[src/design/hcd_pkg.sv]
// Shared types, constants and helpers for the HTTP chunked body decoder.
package hcd_pkg;

   localparam int SIZE_WIDTH = 32;

   localparam logic [7:0] CH_CR    = 8'h0D;
   localparam logic [7:0] CH_LF    = 8'h0A;
   localparam logic [7:0] CH_0     = 8'h30;
   localparam logic [7:0] CH_9     = 8'h39;
   localparam logic [7:0] CH_UPPER_A = 8'h41;
   localparam logic [7:0] CH_UPPER_F = 8'h46;
   localparam logic [7:0] CH_LOWER_A = 8'h61;
   localparam logic [7:0] CH_LOWER_F = 8'h66;

   typedef enum logic [6:0] {
      PH_SIZE    = 7'b0000001,
      PH_SIZE_LF = 7'b0000010,
      PH_DATA    = 7'b0000100,
      PH_SEP_CR  = 7'b0001000,
      PH_SEP_LF  = 7'b0010000,
      PH_DONE    = 7'b0100000,
      PH_ERR     = 7'b1000000
   } phase_type;

   typedef struct packed {
      phase_type               phase;
      logic [SIZE_WIDTH-1:0]   count;
      logic                    digit_seen;
   } state_type;

   typedef struct packed {
      logic [7:0] payload_byte;
      logic       payload_valid;
      logic       done_res;
      logic       error;
   } result_type;

   typedef struct packed {
      logic       is_hex;
      logic [3:0] value;
   } hex_type;

   // Decodes one ASCII hex digit, upper or lower case.
   function automatic hex_type hex_decode(input logic [7:0] c);
      hex_type h;
      h.is_hex = 1'b1;
      h.value  = 4'd0;
      if (c inside {[CH_0:CH_9]}) begin
         h.value = 4'(c - CH_0);
      end else if (c inside {[CH_UPPER_A:CH_UPPER_F]}) begin
         h.value = 4'(c - CH_UPPER_A + 8'd10);
      end else if (c inside {[CH_LOWER_A:CH_LOWER_F]}) begin
         h.value = 4'(c - CH_LOWER_A + 8'd10);
      end else begin
         h.is_hex = 1'b0;
      end
      return h;
   endfunction

endpackage

[src/design/http_chunked_decoder.sv]
// Top level of the HTTP chunked transfer decoder.
// Usage: raw body bytes enter on the req_ channel, one byte per transfer.
// Every accepted byte yields exactly one transfer on the rsp_ channel that
// carries the payload byte (zero unless rsp_payload_valid), the done flag
// of the zero-size final chunk and the sticky error flag.
// Latency: the result of a byte is presented in the cycle after its
// transfer, from the result register.
// Throughput: one byte per cycle while the receiver keeps rsp_ready high; the decoder state is updated in the same
// cycle a byte is taken, so consecutive bytes need no gap.
// Stalls: req_ready is high whenever the result register is empty or is
// being drained in the same cycle, so a stalled receiver holds back the
// input after one result is buffered, and no result is lost or repeated.
// Reset (synchronous, active high) returns the decoder to reading chunk
// size digits with a zero count and empties the result register.
// Once done or error is set, later bytes are accepted and answered with
// unchanged flags and no payload.
module http_chunked_decoder (
   input  logic       clock,
   input  logic       reset,
   input  logic       req_valid,
   output logic       req_ready,
   input  logic [7:0] req_in_byte,
   output logic       rsp_valid,
   input  logic       rsp_ready,
   output logic [7:0] rsp_payload_byte,
   output logic       rsp_payload_valid,
   output logic       rsp_done_res,
   output logic       rsp_error
);
   import hcd_pkg::*;

   state_type  state_ff, state_in;
   result_type res_ff, res_in;
   logic       valid_ff;
   logic       accept;

   assign req_ready = !valid_ff || rsp_ready;
   assign accept    = req_valid && req_ready;

   hcd_core u_core (
      .cur     (state_ff),
      .in_byte (req_in_byte),
      .nxt     (state_in),
      .res     (res_in)
   );

   always_ff @(posedge clock) begin
      if (reset) begin
         state_ff.phase      <= PH_SIZE;
         state_ff.count      <= '0;
         state_ff.digit_seen <= 1'b0;
         valid_ff            <= 1'b0;
      end else begin
         if (accept) begin
            state_ff <= state_in;
            valid_ff <= 1'b1;
         end else if (rsp_ready) begin
            valid_ff <= 1'b0;
         end
      end
   end

   // The result payload needs no reset; it is qualified by valid_ff.
   always_ff @(posedge clock) begin
      if (accept) begin
         res_ff <= res_in;
      end
   end

   assign rsp_valid         = valid_ff;
   assign rsp_payload_byte  = res_ff.payload_byte;
   assign rsp_payload_valid = res_ff.payload_valid;
   assign rsp_done_res      = res_ff.done_res;
   assign rsp_error         = res_ff.error;

   a_phase_onehot: assert property (@(posedge clock) disable iff (reset)
      $onehot(state_ff.phase))
      else $error("decoder phase is not one-hot");

   a_error_sticky: assert property (@(posedge clock) disable iff (reset)
      state_ff.phase == PH_ERR |=> state_ff.phase == PH_ERR)
      else $error("error phase was left without reset");

   a_done_sticky: assert property (@(posedge clock) disable iff (reset)
      state_ff.phase == PH_DONE |=> state_ff.phase == PH_DONE)
      else $error("done phase was left without reset");

   a_payload_clean: assert property (@(posedge clock) disable iff (reset)
      rsp_valid && rsp_payload_valid |-> !rsp_done_res && !rsp_error)
      else $error("payload byte reported together with done or error");

   a_flags_exclusive: assert property (@(posedge clock) disable iff (reset)
      rsp_valid |-> !(rsp_done_res && rsp_error))
      else $error("done and error both set");

endmodule

[src/design/hcd_core.sv]
// Next-state and result logic of the chunked decoder for one input byte.
module hcd_core (
   input  hcd_pkg::state_type  cur,
   input  logic [7:0]          in_byte,
   output hcd_pkg::state_type  nxt,
   output hcd_pkg::result_type res
);
   import hcd_pkg::*;

   hex_type               hex;
   logic [SIZE_WIDTH-1:0] count_dec;
   logic                  valid;

   assign hex       = hex_decode(in_byte);
   assign count_dec = cur.count - SIZE_WIDTH'(1);

   always_comb begin
      nxt   = cur;
      valid = 1'b0;
      case (cur.phase)
         PH_SIZE: begin
            if (in_byte == CH_CR) begin
               nxt.phase = PH_SIZE_LF;
            end else if (hex.is_hex) begin
               nxt.count      = {cur.count[SIZE_WIDTH-5:0], hex.value};
               nxt.digit_seen = 1'b1;
            end else begin
               nxt.phase = PH_ERR;
            end
         end
         PH_SIZE_LF: begin
            if (in_byte == CH_LF && cur.digit_seen) begin
               nxt.digit_seen = 1'b0;
               nxt.phase = (cur.count == '0) ? PH_DONE : PH_DATA;
            end else begin
               nxt.phase = PH_ERR;
            end
         end
         PH_DATA: begin
            valid     = 1'b1;
            nxt.count = count_dec;
            if (count_dec == '0) begin
               nxt.phase = PH_SEP_CR;
            end
         end
         PH_SEP_CR: nxt.phase = (in_byte == CH_CR) ? PH_SEP_LF : PH_ERR;
         PH_SEP_LF: nxt.phase = (in_byte == CH_LF) ? PH_SIZE : PH_ERR;
         PH_DONE: begin
         end
         default: nxt.phase = PH_ERR;
      endcase
   end

   assign res.payload_byte  = valid ? in_byte : 8'd0;
   assign res.payload_valid = valid;
   assign res.done_res      = (nxt.phase == PH_DONE);
   assign res.error         = (nxt.phase == PH_ERR);

endmodule
[config.mk]
export PLATFORM = sky130hd
export DESIGN_NAME = http_chunked_decoder
export DESIGN_NICKNAME = d
export VERILOG_FILES = /design/src/design/hcd_pkg.sv /design/src/design/http_chunked_decoder.sv /design/src/design/hcd_core.sv
export SDC_FILE = /design/constraint.sdc
export NUM_CORES = 1
export LEC_CHECK = 0
export ABC_AREA = 1
export BUFFER_PORTS_ARGS = -buffer_cell sky130_fd_sc_hd__buf_4
export CAP_MARGIN = 20
export CELL_PAD_IN_SITES_DETAIL_PLACEMENT = 1
export CELL_PAD_IN_SITES_GLOBAL_PLACEMENT = 1
export CORE_MARGIN = 2
export CORE_UTILIZATION = 41
export DETAILED_ROUTE_END_ITERATION = 6
export PLACE_DENSITY_LB_ADDON = 0.1
export SLEW_MARGIN = 20
export SYNTH_ARGS = -nofsm -noshare
export SYNTH_HDL_FRONTEND = slang
export SYNTH_SLANG_ARGS = --single-unit
export TNS_END_PERCENT = 50
[constraint.sdc]
create_clock -name clock -period 6.1 [get_ports clock]
set_input_delay 0.305 -clock clock [delete_from_list [all_inputs] [get_ports clock]]
set_output_delay 0.305 -clock clock [all_outputs]
set_load 0.01 [all_outputs]
==> reports/metrics.yaml <==
hpwl_um: 9780
cp.arrival_ns: 3.04
crit_required_ns: 6.28
synth_seq_cells: 52
r2r_cells: 8
p_per_area_mw_per_mm2: 299
core_area_mm2: 0.00876
path_class: "register to register"
setup_viol: 0
status: "finished, final reports clean"
clkPwrFrac: 0.204
design_area_mm2: 0.00408
clock_latency_ns: 0.32
slew_violations: 0
slew-limit-headroom: 0.415
r2r_end: "state_ff[4]"
gp_congestion: 1.01
stdcell_count: 753
port_buffers: 24
async_flop_share: 0
vias: 4234
leakage_nw: 1.97
cts_hold_buf: 0
tightestPinTransition_ns: 0.876
initial_utilization: 0.426
io_pins: 25
grt_pass1_wl_um: 21300
ir_drop_v: 0.000144
wl_um: 12700
synth_area_mm2: 0.00373
pwr-share-seq: 0.332
synth-edff-count: 11
grt_usage: 0.266
drt_first_pass_iters: 5
rr_startpoint: "rsp_valid"
fin_skew_ns: 0.00726
dieArea_mm2: 0.00989
power.switching_uw: 559
end_kind: "register"
synth-warning-count: 0
synthCells: 631
clock.fmax_mhz: 350
hold_viol: 0
rrSetupSlack_ns: 3.24
hp-class: "input pin to register"
syn-num-nets: 649
antenna_found_initial: 0
combPwrFrac: 0.464
maxCapViolations: 0
clk_path_buf_depth: 2
rsz0062_at_grt: "false"
n_antenna_cell: 0
nets: 662
row_count: 34
drt-vias-per-instance: 5.62
drive_above_1_share: 0.0713
clock-root-buffer: "clkbuf_8"
min_from: "rsp_ready"
avgSynthCellArea_um2: 5.92
cts_tree: "built"
area_growth_pct: 9.28
synth_ff_type: "dfxtp_1"
h-tree-depth: 2
total_power_mw: 1.22
die-height_um: 99.4
ys_seq_area_frac: 0.308
path_clk_slew_ns: 0.10
synth_cell_types: 31
grt_max_degree: 59
post_cts_buffers: 0
drc_errors: 0
finalCriticalPeriod_ns: 2.86
swShare: 0.459
ant_nets: 0
grt_overflow: 0
min_period_over_period: 0.468
cts_made_buffers: 5
clock_sinks: 52
place_area_mm2: 0.00397
startpoint_type: "register"
cts-resized-gates: 0
setup_tns_ns: 0
wl_per_cell_um: 16.8
crit_fanout: 49
hold_path_depth: 4
p_int_uw: 660
dp.cells: 745
grt_pass1_vias: 4313
holdPathEnd: "rsp_valid"
die_w_um: 99.4
drtIter0Drc: 187
-- cell families after synthesis --
family	after synthesis	share of synthesized area
compound gates	127	0.179
fa+ha+maj	6	0.0201
simple gates	339	0.376
flops	52	0.308
xor+xnor	2	0.00469
buf+inv	105	0.112
-- stage by stage --
step,setup slack (ns),utilization,hold WS (ns)
floorplan,4.15,-,0.459
global placement,3.16,0.453,0.477
detailed placement,3.07,0.453,0.485
CTS,3.19,0.466,0.303
global route,2.94,0.466,0.315
finish,3.24,0.466,0.306
-- power by group through the flow --
stage	Combinational (mW)	Clock, mW	Sequential [mW]
after floorplan	0.396	0	0.405
after global placement	0.541	0	0.410
after detailed placement	0.554	0	0.411
after CTS	0.558	0.253	0.404
after global routing	0.639	0.263	0.408
final	0.566	0.249	0.404
-- synth_stat cells (all sizes together) (6+ instances only) --
cell type	n	area [µm²]
nand2	165	627
nor2	115	449
inv	86	323
o21ai	69	345
a21oi	49	257
dfxtp	41	821
nand3	35	175
nand4	16	100
clkbuf	11	41.3
edfxtp	11	330
buf	8	55.1
ha	6	75.1
nor3	6	35.0
-- worst max-delay path by stage --
stage | from | to | depth (start not counted) | slack, ns
2_1_floorplan | state_ff[1] | state_ff[35] | 17 | 4.15
3_3_place_gp | req_in_byte[0] | state_ff[4] | 14 | 3.16
3_5_place_dp | req_in_byte[0] | state_ff[4] | 14 | 3.07
4_1_cts | rsp_valid | state_ff[4] | 8 | 3.19
5_1_grt | rsp_valid | state_ff[4] | 8 | 2.94
6_report | rsp_valid | state_ff[4] | 8 | 3.24
-- layout make-up --
cell class                 instances  area (µm²)
multi-input combinational        474        2170
inverter                          86         323
sequential                        52        1150
fill                            1237        4680
timing repair buffer              25         188
clock inverter                     3        42.5
clock buffer                       5        68.8
tap                              108         135
-- registers in the layout (all words and copies together) (netlist names) --
name and cells:
rsp_done_res 1, rsp_payload_valid 1, rsp_valid 1, rsp_error 1, state_ff 40, rsp_payload_byte 8
-- critical path, cell delays in order (launching register included) --
cell	delay, ns
dfxtp_1	0.33
nand2_1	0.11
nand2_1	0.18
inv_1	0.61
nand2_2	0.16
a21oi_4	0.43
inv_2	0.43
o21ai_0	0.38
a21oi_1	0.07
-- layer usage --
layer | track usage | up-vias | part of all wire
li1 | - | 2057 | -
met3 | 0.0344 | 32 | 0.040
met4 | 0.0801 | 0 | 0.024
met2 | 0.463 | 104 | 0.48
met5 | 0 | - | 0
met1 | 0.344 | 2041 | 0.45
-- layout by cell type (no fill, tap or decap), types with 2 or more instances in the layout --
cell type	n
nor2_1	112
ha_1	6
inv_2	4
inv_1	82
dfxtp_1	41
nor3_1	5
edfxtp_1	11
nand3_1	35
nand4_1	16
buf_4	25
a21oi_1	48
o21ai_0	68
nand2_1	162
clkbuf_8	5
a31oi_1	2
nor2_4	2
o31ai_1	3
xor2_1	2
nand2_2	3
No activity file was read; power rests on OpenSTA's default activity.
